--- src/rtl/mpbm_pkg.sv ---
// shared types and constants of the multi-pattern byte matcher
`default_nettype none

package mpbm_pkg;

	// trie geometry, settled by the 12-bit node index fields
	localparam int NODES  = 4096;
	localparam int NODE_W = $clog2(NODES);
	localparam int CNT_W  = 9;
	localparam int HOP_W  = $clog2(NODES + 1);
	localparam int CHAR_W = 8;
	localparam int KW_W   = 10;

	// command codes
	localparam logic OP_WRITE = 1'b0;
	localparam logic OP_SCAN  = 1'b1;

	// one command request
	typedef struct packed {
		logic              opcode;
		logic [NODE_W-1:0] node_index;
		logic [CHAR_W-1:0] node_char;
		logic [NODE_W-1:0] first_child;
		logic [CNT_W-1:0]  child_count;
		logic [NODE_W-1:0] fail_node;
		logic              ends_keyword;
		logic [KW_W-1:0]   keyword_number;
		logic [CHAR_W-1:0] text_byte;
		logic              text_start;
	} cmd_req_t;

	// one result request
	typedef struct packed {
		logic [KW_W-1:0] matched_keyword;
	} res_req_t;

	// node memory entry, the edge byte lives in a memory of its own
	typedef struct packed {
		logic [NODE_W-1:0] first_child;
		logic [CNT_W-1:0]  child_count;
		logic [NODE_W-1:0] fail_node;
		logic              ends_keyword;
		logic [KW_W-1:0]   keyword_number;
	} node_entry_t;

	// walker to output stage
	typedef struct packed {
		logic            valid;
		logic [KW_W-1:0] keyword;
	} walk_res_t;

	// walker sequencer states
	typedef enum logic [1:0] {
		WS_IDLE,
		WS_NODE,
		WS_EDGE,
		WS_FINAL
	} walk_state_t;

endpackage

`default_nettype wire

--- src/rtl/mpbm_cmd_if.sv ---
// command channel: node loads and text bytes
`default_nettype none

interface mpbm_cmd_if import mpbm_pkg::*; ();
	logic     valid;
	logic     ready;
	cmd_req_t req;

	modport source (output valid, output req, input ready);
	modport sink (input valid, input req, output ready);
endinterface

`default_nettype wire

--- src/rtl/mpbm_walker.sv ---
// trie walk sequencer: child search, failure hops and node loads
`default_nettype none

module mpbm_walker import mpbm_pkg::*; (
	input  logic              clk,
	input  logic              arst_n,
	mpbm_cmd_if.sink          cmd,
	// node memory
	output logic              node_we,
	output logic [NODE_W-1:0] node_waddr,
	output node_entry_t       node_wdata,
	output logic              node_re,
	output logic [NODE_W-1:0] node_raddr,
	input  node_entry_t       node_rd,
	// edge byte memory
	output logic              edge_we,
	output logic [NODE_W-1:0] edge_waddr,
	output logic [CHAR_W-1:0] edge_wdata,
	output logic              edge_re,
	output logic [NODE_W-1:0] edge_raddr,
	input  logic [CHAR_W-1:0] edge_rd,
	// result towards the output register
	output walk_res_t         res,
	input  logic              res_ready
);

	walk_state_t       state_q, state_d;
	logic [NODE_W-1:0] cur_q;
	logic [NODE_W-1:0] node_q;
	logic [CHAR_W-1:0] ch_q;
	logic [CNT_W-1:0]  k_q;
	logic [HOP_W-1:0]  hops_q;

	logic              accept;
	logic              scan_accept;
	logic [NODE_W-1:0] start_node;
	logic [NODE_W-1:0] child_idx;
	logic [NODE_W-1:0] next_child_idx;
	logic              edge_hit;
	logic              last_child;
	logic              no_children;
	logic              miss_now;
	logic              miss_final;
	logic [NODE_W-1:0] miss_node;
	logic              final_done;

	// walk conditions
	always_comb begin
		accept         = cmd.valid && cmd.ready;
		scan_accept    = accept && (cmd.req.opcode == OP_SCAN);
		start_node     = cmd.req.text_start ? '0 : cur_q;
		child_idx      = node_rd.first_child + NODE_W'(k_q);
		next_child_idx = node_rd.first_child + NODE_W'(k_q + CNT_W'(1));
		edge_hit       = (edge_rd == ch_q);
		no_children    = (node_rd.child_count == '0);
		last_child     = (k_q == node_rd.child_count - CNT_W'(1));
		miss_now       = ((state_q == WS_NODE) && no_children) ||
		                 ((state_q == WS_EDGE) && !edge_hit && last_child);
		// root tried, or the hop budget spent: end on the root
		miss_final     = (node_q == '0) || (hops_q == HOP_W'(NODES));
		miss_node      = miss_final ? '0 : node_rd.fail_node;
		final_done     = !node_rd.ends_keyword || res_ready;
	end

	// next state
	always_comb begin
		state_d = state_q;
		unique case (state_q)
			WS_IDLE: begin
				if (scan_accept) begin
					state_d = WS_NODE;
				end
			end
			WS_NODE: begin
				if (no_children) begin
					state_d = miss_final ? WS_FINAL : WS_NODE;
				end else begin
					state_d = WS_EDGE;
				end
			end
			WS_EDGE: begin
				if (edge_hit) begin
					state_d = WS_FINAL;
				end else if (last_child) begin
					state_d = miss_final ? WS_FINAL : WS_NODE;
				end
			end
			WS_FINAL: begin
				if (final_done) begin
					state_d = WS_IDLE;
				end
			end
			default: state_d = WS_IDLE;
		endcase
	end

	// memory controls and result
	always_comb begin
		cmd.ready  = (state_q == WS_IDLE);
		node_we    = accept && (cmd.req.opcode == OP_WRITE);
		node_waddr = cmd.req.node_index;
		node_wdata = '{
			first_child:    cmd.req.first_child,
			child_count:    cmd.req.child_count,
			fail_node:      cmd.req.fail_node,
			ends_keyword:   cmd.req.ends_keyword,
			keyword_number: cmd.req.keyword_number
		};
		edge_we    = node_we;
		edge_waddr = cmd.req.node_index;
		edge_wdata = cmd.req.node_char;
		node_re    = 1'b0;
		node_raddr = '0;
		edge_re    = 1'b0;
		edge_raddr = '0;
		res        = '{valid: 1'b0, keyword: node_rd.keyword_number};
		unique case (state_q)
			WS_IDLE: begin
				node_re    = scan_accept;
				node_raddr = start_node;
			end
			WS_NODE: begin
				if (no_children) begin
					node_re    = 1'b1;
					node_raddr = miss_node;
				end else begin
					edge_re    = 1'b1;
					edge_raddr = node_rd.first_child;
				end
			end
			WS_EDGE: begin
				if (edge_hit) begin
					node_re    = 1'b1;
					node_raddr = child_idx;
				end else if (last_child) begin
					node_re    = 1'b1;
					node_raddr = miss_node;
				end else begin
					edge_re    = 1'b1;
					edge_raddr = next_child_idx;
				end
			end
			WS_FINAL: begin
				res.valid = node_rd.ends_keyword;
			end
			default: begin
				node_re = 1'b0;
			end
		endcase
	end

	// state and walk registers
	always_ff @(posedge clk or negedge arst_n) begin
		if (!arst_n) begin
			state_q <= WS_IDLE;
			cur_q   <= '0;
			node_q  <= '0;
			ch_q    <= '0;
			k_q     <= '0;
			hops_q  <= '0;
		end else begin
			state_q <= state_d;
			if (scan_accept) begin
				node_q <= start_node;
				ch_q   <= cmd.req.text_byte;
				k_q    <= '0;
				hops_q <= '0;
			end else if (miss_now) begin
				node_q <= miss_node;
				k_q    <= '0;
				if (!miss_final) begin
					hops_q <= hops_q + HOP_W'(1);
				end
			end else if (state_q == WS_EDGE) begin
				if (edge_hit) begin
					node_q <= child_idx;
				end else begin
					k_q <= k_q + CNT_W'(1);
				end
			end
			if ((state_q == WS_FINAL) && final_done) begin
				cur_q <= node_q;
			end
		end
	end

`ifndef SYNTHESIS
	a_hops_bound: assert property (@(posedge clk) disable iff (!arst_n)
		hops_q <= HOP_W'(NODES))
		else $error("failure hop count past budget");

	a_child_in_range: assert property (@(posedge clk) disable iff (!arst_n)
		state_q == WS_EDGE |-> k_q < node_rd.child_count)
		else $error("child search beyond child range");

	a_edge_after_node: assert property (@(posedge clk) disable iff (!arst_n)
		state_q == WS_EDGE |-> $past(state_q) == WS_NODE || $past(state_q) == WS_EDGE)
		else $error("edge compare without node load");

	a_start_at_root: assert property (@(posedge clk) disable iff (!arst_n)
		scan_accept && cmd.req.text_start |=> state_q == WS_NODE && node_q == '0)
		else $error("new text does not start at root");
`endif

endmodule

`default_nettype wire

--- src/flat_wrapper.sv ---
// flat-port wrapper written by rule: the top's interface ports become plain ports
module mpbm_walker_flat import mpbm_pkg::*;
  (clk, arst_n, node_we, node_waddr, node_wdata, node_re, node_raddr, node_rd, edge_we, edge_waddr, edge_wdata, edge_re, edge_raddr, edge_rd, res, res_ready, cmd_valid, cmd_req, cmd_ready);
  mpbm_cmd_if cmd_i ();
  input  logic clk;
  input  logic arst_n;
  output logic node_we;
  output logic [NODE_W-1:0] node_waddr;
  output node_entry_t node_wdata;
  output logic node_re;
  output logic [NODE_W-1:0] node_raddr;
  input  node_entry_t node_rd;
  output logic edge_we;
  output logic [NODE_W-1:0] edge_waddr;
  output logic [CHAR_W-1:0] edge_wdata;
  output logic edge_re;
  output logic [NODE_W-1:0] edge_raddr;
  input  logic [CHAR_W-1:0] edge_rd;
  output walk_res_t res;
  input  logic res_ready;
  input wire logic [$bits(cmd_i.valid)-1:0] cmd_valid;
  input wire logic [$bits(cmd_i.req)-1:0] cmd_req;
  output wire logic [$bits(cmd_i.ready)-1:0] cmd_ready;
  assign cmd_i.valid = cmd_valid;
  assign cmd_i.req = cmd_req;
  assign cmd_ready = cmd_i.ready;
  mpbm_walker u_core (.clk(clk), .arst_n(arst_n), .cmd(cmd_i), .node_we(node_we), .node_waddr(node_waddr), .node_wdata(node_wdata), .node_re(node_re), .node_raddr(node_raddr), .node_rd(node_rd), .edge_we(edge_we), .edge_waddr(edge_waddr), .edge_wdata(edge_wdata), .edge_re(edge_re), .edge_raddr(edge_raddr), .edge_rd(edge_rd), .res(res), .res_ready(res_ready));
endmodule
--- config.mk ---
export PLATFORM = sky130hd
export DESIGN_NAME = mpbm_walker_flat
export DESIGN_NICKNAME = d
export VERILOG_FILES = /design/src/rtl/mpbm_pkg.sv /design/src/rtl/mpbm_cmd_if.sv /design/src/rtl/mpbm_walker.sv /design/src/flat_wrapper.sv
export SDC_FILE = /design/constraint.sdc
export NUM_CORES = 1
export LEC_CHECK = 0
export BUFFER_PORTS_ARGS = -buffer_cell sky130_fd_sc_hd__clkbuf_2
export CORE_MARGIN = 2
export CORE_UTILIZATION = 52
export CTS_BUF_LIST = sky130_fd_sc_hd__clkbuf_16
export DETAILED_ROUTE_END_ITERATION = 16
export PLACE_DENSITY = 0.93
export SETUP_SLACK_MARGIN = 0.4
export SLEW_MARGIN = 0
export SYNTH_ARGS = -nofsm -noshare
export SYNTH_HDL_FRONTEND = slang
export SYNTH_SLANG_ARGS = --single-unit
--- constraint.sdc ---
create_clock -name clk -period 5.27 [get_ports clk]
set_clock_uncertainty 0.2 [all_clocks]
set_input_delay 0 -clock clk [delete_from_list [all_inputs] [get_ports clk]]
set_output_delay 0 -clock clk [all_outputs]
set_load 0.05 [all_outputs]
After elaboration in Yosys (flattened, before gate mapping)
Index checks and enable logic that the tools add are counted.
{ "totals": {"register_bits": 56, "inputBits": 130, "out_inout_bits": 116, "wordCells": 83} }
{ "classes": {"add_sub_neg": 6, "eq_ne": 11, "mux": 37, "n_bitwise": 1, "reduce_logical": 22} }
{ "ops": {"columns": ["op", "count"], "rows": [
  ["12-bit 2-to-1 mux", 12],
  ["13-bit 2-to-1 mux", 3],
  ["9-bit 2-to-1 mux", 4],
  ["12-bit one-hot mux with 3 select lines", 1],
  ["12-bit one-hot mux with 2 select lines", 1],
  ["13-bit by 1-bit adder with 13-bit output, second input constant", 1],
  ["13-bit equality test, second input constant", 1],
  ["12-bit adder", 1],
  ["12-bit by 9-bit adder with 12-bit output", 1],
  ["12-bit zero test", 1],
  ["2-bit 2-to-1 mux", 6],
  ["9-bit by 1-bit adder with 10-bit output, second input constant", 1],
  ["9-bit by 1-bit adder with 9-bit output, second input constant", 1],
  ["9-bit equality test", 1],
  ["9-bit zero test", 1],
  ["9-bit by 1-bit subtractor with 9-bit output, second input constant", 1],
  ["8-bit equality test", 1],
  ["2-bit one-hot mux with 4 select lines", 1],
  ["1-bit logical AND", 7],
  ["1-bit 2-to-1 mux", 7],
  ["2-bit AND reduction", 3],
  ["3-bit nonzero test", 2],
  ["2-bit equality test, second input constant", 2],
  ["2-bit by 1-bit != test with 1-bit output, second input constant", 2],
  ["12 further kinds", 15]
]} }

Depth between registers and ports, before layout
Gate-level depths: netlist (run 1).
{ "logic_depth": {"depth_word": 7, "mapped_depth": 12, "depth_no_buf": 11} }

Worst setup path after synthesis (run 1)
No wires, ideal clock.
{ "synth_timing": {"kind": "register to output", "start": "register u_core.k_q[2]", "end": "output port edge_raddr[10]", "arrival_time_ns": 3.134, "required_time_ns": 5.070, "path_slack_ns": 1.936, "path_stages_with_launch": 12, "path_buffers": 1, "path_cell_list": "dfrtp_1 clkbuf_1 and3_1 and3_1 xor2_1 ha_1 o21ai_0 a21o_1 a21oi_1 a31oi_1 or4_1 a31oi_1"} }
{ "synth_between": {"elab_chain_cells": 5, "word_cells_on_any_way": 6, "classes_between": "2 x add/sub; 1 x eq/ne; 3 x mux"} }
{ "synth_rtl": {"columns": ["item", "line_no", "source"], "rows": [
  ["start: declaration", "mpbm_walker.sv:31", "logic [CNT_W-1:0] k_q;"],
  ["start signal: assignment", "mpbm_walker.sv:178", "k_q <= k_q + CNT_W'(1);"],
  ["9-bit by 1-bit adder with 10-bit output", "mpbm_walker.sv:53", "next_child_idx = node_rd.first_child + NODE_W'(k_q + CNT_W'(1));"],
  ["12-bit adder", "mpbm_walker.sv:53", null],
  ["12-bit 2-to-1 mux *", "mpbm_walker.sv:135", "end else if (last_child) begin"],
  ["12-bit 2-to-1 mux *", "mpbm_walker.sv:132", "if (edge_hit) begin"],
  ["12-bit one-hot mux with 2 select lines *", "mpbm_walker.sv:117", "unique case (state_q)"],
  ["end: declaration", "flat_wrapper.sv:17", "output logic [NODE_W-1:0] edge_raddr;"]
]} }
Every way passes the cells marked *; elsewhere a longest branch is shown, timed or not.

Final worst setup path (run 1)
{ "layout_timing": {"start": "register u_core.hops_q[0]", "end": "output port node_raddr[6]"} }
{ "layout_between": {"elab_chain_cells": 6, "word_cells_on_any_way": 7, "classes_between": "1 x eq/ne; 5 x mux; 1 x reduce/logical"} }
{ "layout_rtl": {"columns": ["item", "line_no", "source"], "rows": [
  ["start: declaration", "mpbm_walker.sv:32", "logic [HOP_W-1:0] hops_q;"],
  ["start signal: assignment", "mpbm_walker.sv:172", "hops_q <= hops_q + HOP_W'(1);"],
  ["13-bit equality test *", "mpbm_walker.sv:60", "miss_final = (node_q == '0) || (hops_q == HOP_W'(NODES));"],
  ["1-bit logical OR *", "mpbm_walker.sv:60", null],
  ["12-bit 2-to-1 mux *", "mpbm_walker.sv:61", "miss_node = miss_final ? '0 : node_rd.fail_node;"],
  ["12-bit 2-to-1 mux", "mpbm_walker.sv:135", null],
  ["12-bit 2-to-1 mux", "mpbm_walker.sv:132", null],
  ["12-bit one-hot mux with 3 select lines *", "mpbm_walker.sv:117", null],
  ["end: declaration", "flat_wrapper.sv:11", "output logic [NODE_W-1:0] node_raddr;"]
]} }
Marked as above.

==> impl_metrics.py, run 1 <==
metrics = {
    "worst_hold_path": {
        "hold_path.class": "in2reg",
    },
    "final_layout": {
        "diodes": 0,
        "drive_gt1_share_pct": 17.00,
        "fin_nets": 862,
        "syn_to_final_growth_pct": 17.34,
        "multi_input_area_sq_um": 3085,
        "final_common_cell": "dlygate4sd3_1",
        "fill_cells": 776,
        "seqCellArea_sq_um": 1401,
        "stdcell_area_sq_um": 6256,
        "final_cells": 833,
        "layout_common_cells": "93 x dlygate4sd3_1, 85 x clkbuf_2, 58 x nand2_1",
    },
    "cts": {
        "clockBufferDepth": 2,
        "cts_resized": 0,
        "h-tree-depth": 2,
        "cts_buffers": 5,
        "clock-sinks": 56,
        "cts_root_buf": "clkbuf_16",
        "cts.clk_slew.worst_paths_ns": 0.08,
        "hold_buffers": 93,
        "post_cts_buffers": 0,
        "worstSkewPairLatency_ns": 0.30,
        "cts_tree": "built",
    },
    "logic_synthesis": {
        "synth_ff_type": "dfrtp_1",
        "synth-seq-cells": 56,
        "synthDistinctLibCells": 62,
        "yosys_warnings": 0,
        "synth_edf_count": 0,
        "syn_area_sq_um": 5331,
        "synthCells": 623,
        "synth_nets": 786,
        "synthArstFlopShare_pct": 100.0,
        "synth_seq_area_share_pct": 26.28,
        "synth.avg_cell_area_sq_um": 8.558,
    },
    "floorplanning": {
        "io_pins": 246,
        "rows": 36,
        "initial_core_util_pct": 54.05,
        "dieWidth_um": 105.3,
        "dieArea_sq_um": 11080,
        "core_sq_um": 9864,
        "chipHeight_um": 105.3,
    },
    "timing": {
        "finalSetupViolCount": 0,
        "fin_crit_ns": 3.858,
        "final.setup.tns_ns": 0,
        "fmax_mhz": 259.2,
        "hold_viol_final": 0,
        "final.period_utilization_pct": 73.21,
        "worstMarginPinSlew_ns": 1.197,
        "timing.slew.headroom_pct": 20.22,
        "rsz0062_at_grt": "false",
        "finalMaxSlewViolations": 0,
        "holdWs_ns": 0.02507,
    },
    "power": {
        "powerDensity_nw_per_um2": 361.6,
        "p_total_mw": 2.262,
        "p_leak_nw": 2.849,
        "peakVddDrop_v": 0.0002491,
    },
    "grt": {
        "antenna_found_initial": 0,
        "grt_pass1_wl_um": 22680,
        "grt_overflow": 0,
        "grt_pass1_vias": 4888,
        "grt_start_max_net_pins": 57,
        "grtUsageTotal_pct": 24.89,
    },
    "worst_setup_path": {
        "worstPathRequired_ns": 5.07,
        "start_kind": "flip-flop",
        "cp-end-kind": "output pin",
        "worstPathMaxFanout": 20,
        "worstPathArrival_ns": 3.66,
        "path_class": "reg2out",
    },
    "routing": {
        "drt_iter0_drc": 370,
        "vias": 5150,
        "wirelength_um": 14440,
        "first_pass_iters": 6,
        "drc": 0,
        "drt-vias-per-instance": 6.182,
        "wire_per_inst_um": 17.33,
        "postRouteAntennaNets": 0,
    },
    "placement": {
        "place_area_sq_um": 5172,
        "place.gp.congestion": 0.9047,
        "portBuffers": 85,
        "post-dp-hpwl_um": 10080,
        "dp_cells": 732,
    },
    "run": {
        "maxCapViolCount": 0,
    },
    "status": {
        "outcome": "completed",
    },
}
==> power by group <==
part / switching, mW / internal (mW)
registers: 0.129 / 0.559
clock network: 0.169 / 0.181
logic: 0.809 / 0.414
==> sequential cells by signal, indices dropped and copies added (netlist names) <==
register / flops
u_core.ch_q: 8
u_core.state_q: 2
u_core.cur_q: 12
u_core.k_q: 9
u_core.node_q: 12
u_core.hops_q: 13
==> critical path, cell delays in order, from the launching register on <==
cell and delay [ns]:
dfrtp_1 0.39, inv_1 0.09, ha_1 0.19, nor4b_1 0.14, a31oi_1 0.85, and2_1 0.27
a32o_1 0.70, a222oi_1 0.28, nor2_1 0.15, clkbuf_2 0.29
==> routing by layer <==
| metal | GRT usage [%] | up-vias | routed length, um | share of wire (%) |
|---|---|---|---|---|
| li1 | - | 2322 | - | - |
| met1 | 30.96 | 2452 | 5522 | 38 |
| met2 | 42.81 | 341 | 7243 | 50 |
| met3 | 3.958 | 35 | 1335 | 9.2 |
| met4 | 10.29 | 0 | 337 | 2.3 |
| met5 | 0 | - | 0 | 0 |
==> Yosys cell counts (all sizes together) (6+ instances only) <==
master | count | share of area [%]
buf | 94 | 13
nand2 | 58 | 4.1
dfrtp | 56 | 26
nor2 | 40 | 2.8
ha | 31 | 7.3
a21oi | 28 | 2.7
o21ai | 26 | 2.5
xor2 | 25 | 4.1
xnor2 | 21 | 3.4
inv | 19 | 1.3
clkbuf | 18 | 1.3
a22oi | 16 | 2.3
nand3 | 15 | 1.4
nor3b | 14 | 2.0
mux2 | 13 | 2.7
a221o | 12 | 2.3
nor4 | 10 | 1.3
or3 | 9 | 1.1
a22o | 8 | 1.3
a32o | 8 | 1.5
and3 | 7 | 0.82
nand2b | 7 | 0.82
nand4 | 7 | 0.82
nor3 | 7 | 0.66
and2 | 6 | 0.70
==> layout make-up <==
| type | instances | area share [%] |
|---|---|---|
| clock buffers | 5 | 2.000 |
| multi-input cells | 436 | 49.32 |
| clock inverters | 3 | 0.4400 |
| repair buffers | 181 | 22.04 |
| flip-flops and latches | 56 | 22.40 |
| inverters | 19 | 1.140 |
| well taps | 133 | 2.660 |
==> logic make-up (layout without fill, tap and decap cells) <==
group | after synthesis | after routing | synth area share, %
DFF | 56 | 56 | 26.28
and+or+nand+nor | 198 | 198 | 19.13
buffers and inverters | 131 | 208 | 15.84
muxes | 18 | 18 | 3.685
AOI/OAI and AO/OA | 141 | 141 | 19.48
xor gates and xnor gates | 46 | 46 | 7.557
adders and majority gates | 33 | 33 | 8.026
==> per-stage QoR <==
stage               utilization [%]  setup WS [ns]
finish                        63.42          1.412
global route                  63.42          1.118
CTS                           63.42          1.467
detailed placement            52.44          1.677
global placement              52.44          1.825
floorplan                         -          1.936
==> final timing paths <==
| path | to | slack [ns] | from | depth (start not counted) |
|---|---|---|---|---|
| min reg2reg | u_core.ch_q[5] | 0.30 | u_core.ch_q[5] | 2 |
| min in group asynchronous | u_core.cur_q[7] | 0.16 | arst_n | 3 |
| min | u_core.node_q[11] | 0.03 | node_rd[22] | 4 |
| max in group asynchronous | u_core.hops_q[8] | 4.22 | arst_n | 3 |
| max | node_raddr[6] | 1.41 | u_core.hops_q[0] | 9 |
| max reg2reg | u_core.node_q[10] | 1.68 | u_core.ch_q[1] | 7 |
Note: power is estimated with default switching activity, not from simulation.
==> inputs of run 2 (changes only) <==
- ABC_AREA: not set -> 1
- CORE_UTILIZATION: 52 -> 50
- PLACE_DENSITY: 0.93 -> 0.87
- clock period: 5.27 -> 3.9 ns (I/O delays scaled with it)
==> run 2 against run 1 <==
  * Sequential power rose by 38%
  * Cell count is 38% higher
  * Critical path type unchanged
  * Non-clock buffer count up 6
  * Highest routed layer unchanged
==> impl_metrics.py, run 2 <==
metrics = {
    "worst_setup_path": {
        "worstPathArrival_ns": 3.05,
        "worstPathCellList": "ha_1 -> xor2_1 -> ha_1 -> inv_1 -> o31ai_1 -> nand3_1 -> nand2_1 -> nand3_1 -> nand3b_1 -> nand3_1 -> a21oi_1 -> clkbuf_2",
        "max_stage_delay_ns": 0.45,
        "cp-end-kind": "output pin",
        "worstPathRequired_ns": 3.70,
        "start_kind": "flip-flop",
        "rr_startpoint": "u_core.state_q[0]",
        "path_class": "reg2out",
        "slowest_stage": "dfrtp_2",
        "cp-startpoint": "u_core.k_q[0]",
        "path_common_cell": "nand3_1",
        "worstPathMaxFanout": 7,
    },
    "timing": {
        "hold_viol_final": 0,
        "fmax_mhz": 307.8,
        "worstMarginPinSlew_ns": 0.9902,
        "finalMaxSlewViolations": 0,
        "fin_crit_ns": 3.249,
        "final.period_utilization_pct": 83.31,
        "rsz0062_at_grt": "false",
        "finalSetupViolCount": 0,
        "timing.slew.headroom_pct": 33.77,
        "final.setup.tns_ns": 0,
    },
    "grt": {
        "antenna_found_initial": 0,
        "grt_pass1_wl_um": 25620,
        "grt_overflow": 0,
        "grtUsageTotal_pct": 23.99,
        "grt_pass1_vias": 5585,
        "grt_start_max_net_pins": 34,
    },
    "routing": {
        "drc": 0,
        "first_pass_iters": 4,
        "postRouteAntennaNets": 0,
        "drt_iter0_drc": 453,
        "wirelength_um": 16060,
        "vias": 6153,
        "wire_per_inst_um": 13.99,
        "drt-vias-per-instance": 5.360,
    },
    "worst_hold_path": {
        "hold_start": "cmd_req[0]",
        "hold_path.class": "in2reg",
    },
    "final_layout": {
        "diodes": 0,
        "stdcell_area_sq_um": 7061,
        "layout_common_cells": "250 x nand2_1, 97 x dlygate4sd3_1, 96 x nand3_1",
        "drive_gt1_share_pct": 13.89,
        "largest_reg_flops": 13,
        "reg_top3": "u_core.hops_q (13), u_core.cur_q (12), u_core.node_q (12)",
        "fin_nets": 1163,
        "final_common_cell": "nand2_1",
        "largest_register": "u_core.hops_q",
        "syn_to_final_growth_pct": 16.25,
    },
    "cts": {
        "cts_root_buf": "clkbuf_16",
        "cts_tree": "built",
        "clockBufferDepth": 2,
        "worstSkewPairLatency_ns": 0.30,
        "h-tree-depth": 2,
        "cts.clk_slew.worst_paths_ns": 0.08,
        "clock-sinks": 56,
        "post_cts_buffers": 0,
        "cts_buffers": 5,
    },
    "status": {
        "outcome": "completed",
    },
    "logic_synthesis": {
        "syn_area_sq_um": 6073,
        "synth_common_cells": "250 x nand2_1, 96 x nand3_1, 91 x buf_4, 89 x inv_1, 73 x nor2_1",
        "synthArstFlopShare_pct": 100.0,
        "synth.most_common_cell": "nand2_1",
        "synth-seq-cells": 56,
        "synth_area_leaders": "dfrtp_1 23%, nand2_1 15%, buf_4 11%",
        "yosys_warnings": 0,
        "synthCells": 918,
        "synth_nets": 1081,
        "synth.avg_cell_area_sq_um": 6.616,
        "synth_edf_count": 0,
        "synth_area_leader_cell": "dfrtp_1",
        "synthDistinctLibCells": 46,
        "yosysTopAreaCellShare_pct": 23.07,
        "synth_seq_area_share_pct": 23.07,
        "synth_ff_type": "dfrtp_1",
    },
    "power": {
        "switching_power_mw": 1.900,
        "powerDensity_nw_per_um2": 502.1,
        "sw_frac_of_total_pct": 53.60,
        "combPwrFrac_pct": 60.0,
        "clock_power_share_pct": 13.2,
        "p_int_mw": 1.645,
        "peakVddDrop_v": 0.0005057,
        "p_leak_nw": 3.717,
        "p_total_mw": 3.545,
        "seqPwrFrac_pct": 26.8,
    },
    "floorplanning": {
        "core_sq_um": 11910,
        "initial_core_util_pct": 50.99,
        "io_pins": 246,
        "dieWidth_um": 114.2,
        "chipHeight_um": 114.2,
        "dieArea_sq_um": 13040,
        "rows": 40,
    },
    "placement": {
        "portBuffers": 85,
        "place_area_sq_um": 5933,
        "place.gp.congestion": 0.8994,
        "post-dp-hpwl_um": 11360,
    },
    "run": {
        "maxCapViolCount": 0,
    },
}
## run 2: cell types whose count changed after synthesis, moves of 8 or more
cell,previous run,this run
nand2_1,58,250
xnor2_1,21,3
nor3b_1,14,0
a22oi_1,16,6
a32o_1,8,0
nor2_1,40,73
inv_1,19,89
nand3_1,15,96
or3_1,9,0
clkbuf_1,18,10
a221o_1,12,0
a22o_1,8,0
a21oi_1,27,55
## run 2: what timing repair did
action,CTS,global route
gates resized for setup,0,5
hold endpoints to repair,131,0
setup endpoints to repair,0,3
hold buffers,97,0
## run 2: cells by family after synthesis
group	share of synthesized area, %
AO/OA/AOI/OAI	10.14
flip-flops	23.07
buffers and inverters	19.14
AND/OR/NAND/NOR	34.59
XOR/XNOR	4.903
multiplexers	1.112
adder cells (fa/ha/maj)	7.046
## run 2: per-layer routing
layer  GRT usage, %  vias to the layer above  wire length (um)
met4          8.943                        0               459
met1          31.19                     2780              6744
met5              0                        -                 0
met2          40.91                      295              7714
met3          2.965                       43              1143
li1               -                     3035                 -
## run 2: layout make-up
type	instances	area (sq um)
Sequential cell	56	1404
Fill cell	1079	4851
Timing Repair Buffer	187	1451
Clock inverter	3	22.52
Clock buffer	5	125.1
Inverter	96	360.3
Multi-Input combinational cell	654	3513
Tap cell	147	183.9
## run 2: worst paths after layout
path | to | slack [ns] | cells after the start
max in group asynchronous | u_core.hops_q[0] | 2.56 | 3
setup / recovery | edge_raddr[7] | 0.65 | 12
hold / removal | u_core.node_q[1] | 0.008 | 6
hold reg to reg | u_core.ch_q[1] | 0.31 | 2
min in group asynchronous | u_core.cur_q[6] | 0.06 | 2
setup reg to reg | u_core.hops_q[3] | 1.30 | 7
## run 2: stage by stage
step                      util [%]  setup WS [ns]  cells  hold slack (ns)
after floorplan                  -         0.8926    918          -0.4956
after global placement       49.81          1.038   1043          -0.1997
after detailed placement     49.81         0.9531   1043          -0.1997
after CTS                    59.20         0.6146   1148         0.006914
after global routing         59.28         0.4321   1148          0.07868
final                        59.28         0.6508   1148         0.007922
## run 2: power groups by stage
stage          registers [mW]  logic [mW]  clock network [mW]
6_report                0.949        2.13               0.468
5_1_grt                 0.976        2.32               0.498
4_1_cts                 0.939        2.10               0.474
3_5_place_dp            0.949        1.84                   0
3_3_place_gp            0.940        1.80                   0
2_1_floorplan           0.907        1.67                   0
## run 2: worst max-delay path, delay by kind of cell, from the launching register on
kind | cells | cell delay (ns)
compound gates | 2 | 0.61
xor+xnor | 1 | 0.16
fa+ha+maj | 2 | 0.60
buf+inv | 2 | 0.40
flops | 1 | 0.45
simple gates | 5 | 0.52
==> inputs of run 3 (changes only) <==
- clock period: 3.9 -> 3.2 ns (I/O delays scaled with it)
==> run 3 against run 2 <==
  * The run now ends with hold timing left
  * Combinational power increased by 46%
  * Sequential power increased by 22%
  * Worst setup slack got worse by 0.64 ns
  * Sequential cell count unchanged
==> impl_metrics.py, run 3 (synthesized netlist as in run 2, its figures left out) <==
metrics = {
    "final_layout": {
        "largest_reg_flops": 13,
        "reg_top3": "u_core.hops_q (13), u_core.cur_q (12), u_core.node_q (12)",
        "diodes": 0,
        "layout_common_cells": "239 x nand2_1, 94 x dlygate4sd3_1, 87 x nand3_1",
        "final_common_cell": "nand2_1",
        "fin_nets": 1201,
        "seqCellArea_sq_um": 1408,
        "largest_register": "u_core.hops_q",
        "fill_cells": 952,
        "multi_input_area_sq_um": 4054,
        "final_util_pct": 67.18,
        "syn_to_final_growth_pct": 31.77,
        "drive_gt1_share_pct": 25.99,
        "final_cells": 1186,
    },
    "worst_setup_path": {
        "r2r_cells": 9,
        "worstPathArrival_ns": 2.99,
        "slowest_stage": "dfrtp_2",
        "max_stage_delay_ns": 0.45,
        "worstPathMaxFanout": 6,
        "cp-end-kind": "output pin",
        "reg2reg_to": "u_core.k_q[3]",
        "rrSetupSlack_ns": 0.49,
        "rr_startpoint": "u_core.state_q[1]",
        "path_common_cell": "nand2_1",
        "path_class": "reg2out",
        "crit_family": "simple AND/OR/NAND/NOR gates",
        "worstPathCellList": "buf_4 -> nand3_4 -> nor2_4 -> nand4_1 -> nand2_1 -> inv_1 -> ha_4 -> a21oi_4 -> nor3_4 -> a211oi_2 -> nand3_1 -> nand2_1 -> nand3_2 -> a21oi_2 -> buf_8",
        "crit_buf_inv": 3,
        "start_kind": "flip-flop",
        "worstPathRequired_ns": 3.00,
    },
    "grt": {
        "grt_pass1_vias": 5860,
        "antenna_found_initial": 0,
        "grt_pass1_wl_um": 27310,
        "grt_start_max_net_pins": 39,
        "grtUsageTotal_pct": 25.52,
        "grt_overflow": 0,
    },
    "status": {
        "outcome": "finished, violations left",
        "violations": "hold timing",
    },
    "timing": {
        "hold_viol_final": 2,
        "holdWs_ns": -0.005452,
        "fmax_mhz": 313.7,
        "worstMarginPinSlew_ns": 0.9867,
        "finalSetupViolCount": 0,
        "fin_crit_ns": 3.188,
        "rsz0062_at_grt": "true",
        "finalMaxSlewViolations": 0,
        "final.period_utilization_pct": 99.61,
        "timing.slew.headroom_pct": 34.00,
    },
    "placement": {
        "place.gp.congestion": 0.9231,
        "dp_cells": 1046,
        "portBuffers": 85,
        "post-dp-hpwl_um": 11480,
    },
    "power": {
        "p_leak_nw": 3.975,
        "peakVddDrop_v": 0.0006067,
        "powerDensity_nw_per_um2": 606.0,
        "p_total_mw": 4.850,
    },
    "routing": {
        "first_pass_iters": 6,
        "drt_iter0_drc": 573,
        "vias": 6636,
        "postRouteAntennaNets": 0,
        "drc": 0,
        "wire_per_inst_um": 15.91,
        "wirelength_um": 18870,
        "drt-vias-per-instance": 5.595,
    },
    "cts": {
        "clockBufferDepth": 2,
        "cts.clk_slew.worst_paths_ns": 0.08,
        "clock-sinks": 56,
        "cts_buffers": 5,
        "h-tree-depth": 2,
        "cts_root_buf": "clkbuf_16",
        "cts_tree": "built",
        "worstSkewPairLatency_ns": 0.30,
    },
    "worst_hold_path": {
        "whs_endpoint": "u_core.state_q[0]",
        "hold_start": "res_ready",
        "min_path_cells": 5,
        "hold_path.class": "in2reg",
    },
    "floorplanning": {
        "dieArea_sq_um": 13040,
        "chipHeight_um": 114.2,
        "core_sq_um": 11910,
        "initial_core_util_pct": 50.99,
        "io_pins": 246,
        "rows": 40,
        "dieWidth_um": 114.2,
    },
    "run": {
        "maxCapViolCount": 0,
    },
}
[run 3: changes by cell type in the layout (fill, tap and decap cells not counted), sizes merged]
cell,change
clkbuf,-16
dlygate4sd3,-3
clkinvlp,+3
buf,+56
clkinv,-2
[run 3: how the worst max path moves through the flow]
| stage | start | endpoint | slack, ns | depth (start not counted) |
|---|---|---|---|---|
| 2_1_floorplan | u_core.k_q[0] | edge_raddr[3] | 0.42 | 8 |
| 3_3_place_gp | u_core.k_q[1] | edge_raddr[11] | 0.36 | 15 |
| 3_5_place_dp | u_core.k_q[1] | edge_raddr[10] | 0.26 | 14 |
| 4_1_cts | u_core.k_q[0] | edge_raddr[10] | 0.28 | 15 |
| 5_1_grt | u_core.k_q[0] | edge_raddr[10] | -0.008 | 15 |
| 6_report | u_core.k_q[0] | edge_raddr[10] | 0.01 | 15 |
[run 3: final cells by class]
cell class                 count  area share (%)
multi-input combinational    654           50.66
clock buffer                   5           1.563
sequential                    56           17.59
timing repair inverter         1         0.06254
inverter                      96           4.612
tap                          147           2.298
clock inverter                 3          0.3127
timing repair buffer         224           22.90
[run 3: what timing repair did]
item                       4_1_cts  5_1_grt
setup buffers                   11       26
gates cloned                     0        1
setup endpoints to repair       13       21
gates resized for setup         53      118
hold buffers                    94        0
hold endpoints to repair       124        0
pin swaps                       18       39
[run 3: worst reg2reg max path, delay by kind of cell, from the launching register on]
family                     cells  cell delay [ns]
adders and majority gates      1             0.17
DFF                            1             0.44
buffers and inverters          4             0.95
and+or+nand+nor                3             0.70
AOI/OAI and AO/OA              1             0.12
[run 3: layer usage]
| layer | wire length [um] | global-route usage, % |
|---|---|---|
| met1 | 7332 | 32.94 |
| met3 | 1521 | 2.647 |
| met2 | 9342 | 43.45 |
| met5 | 0 | 0 |
| met4 | 670 | 10.98 |
[run 3: power by group]
group          switching, mW  internal (mW)
Clock                  0.296          0.298
Sequential             0.209          0.951
Combinational           2.04           1.06
[run 3: stage by stage]
step                      instance area (sq um)  setup slack [ns]   TNS (ns)
after floorplan                            6102            0.4213          0
after global placement                     5984            0.3552          0
after detailed placement                   5984            0.2574          0
after CTS                                  7378            0.2754          0
after global routing                       8003         -0.007869  -0.007869
final                                      8003           0.01237          0
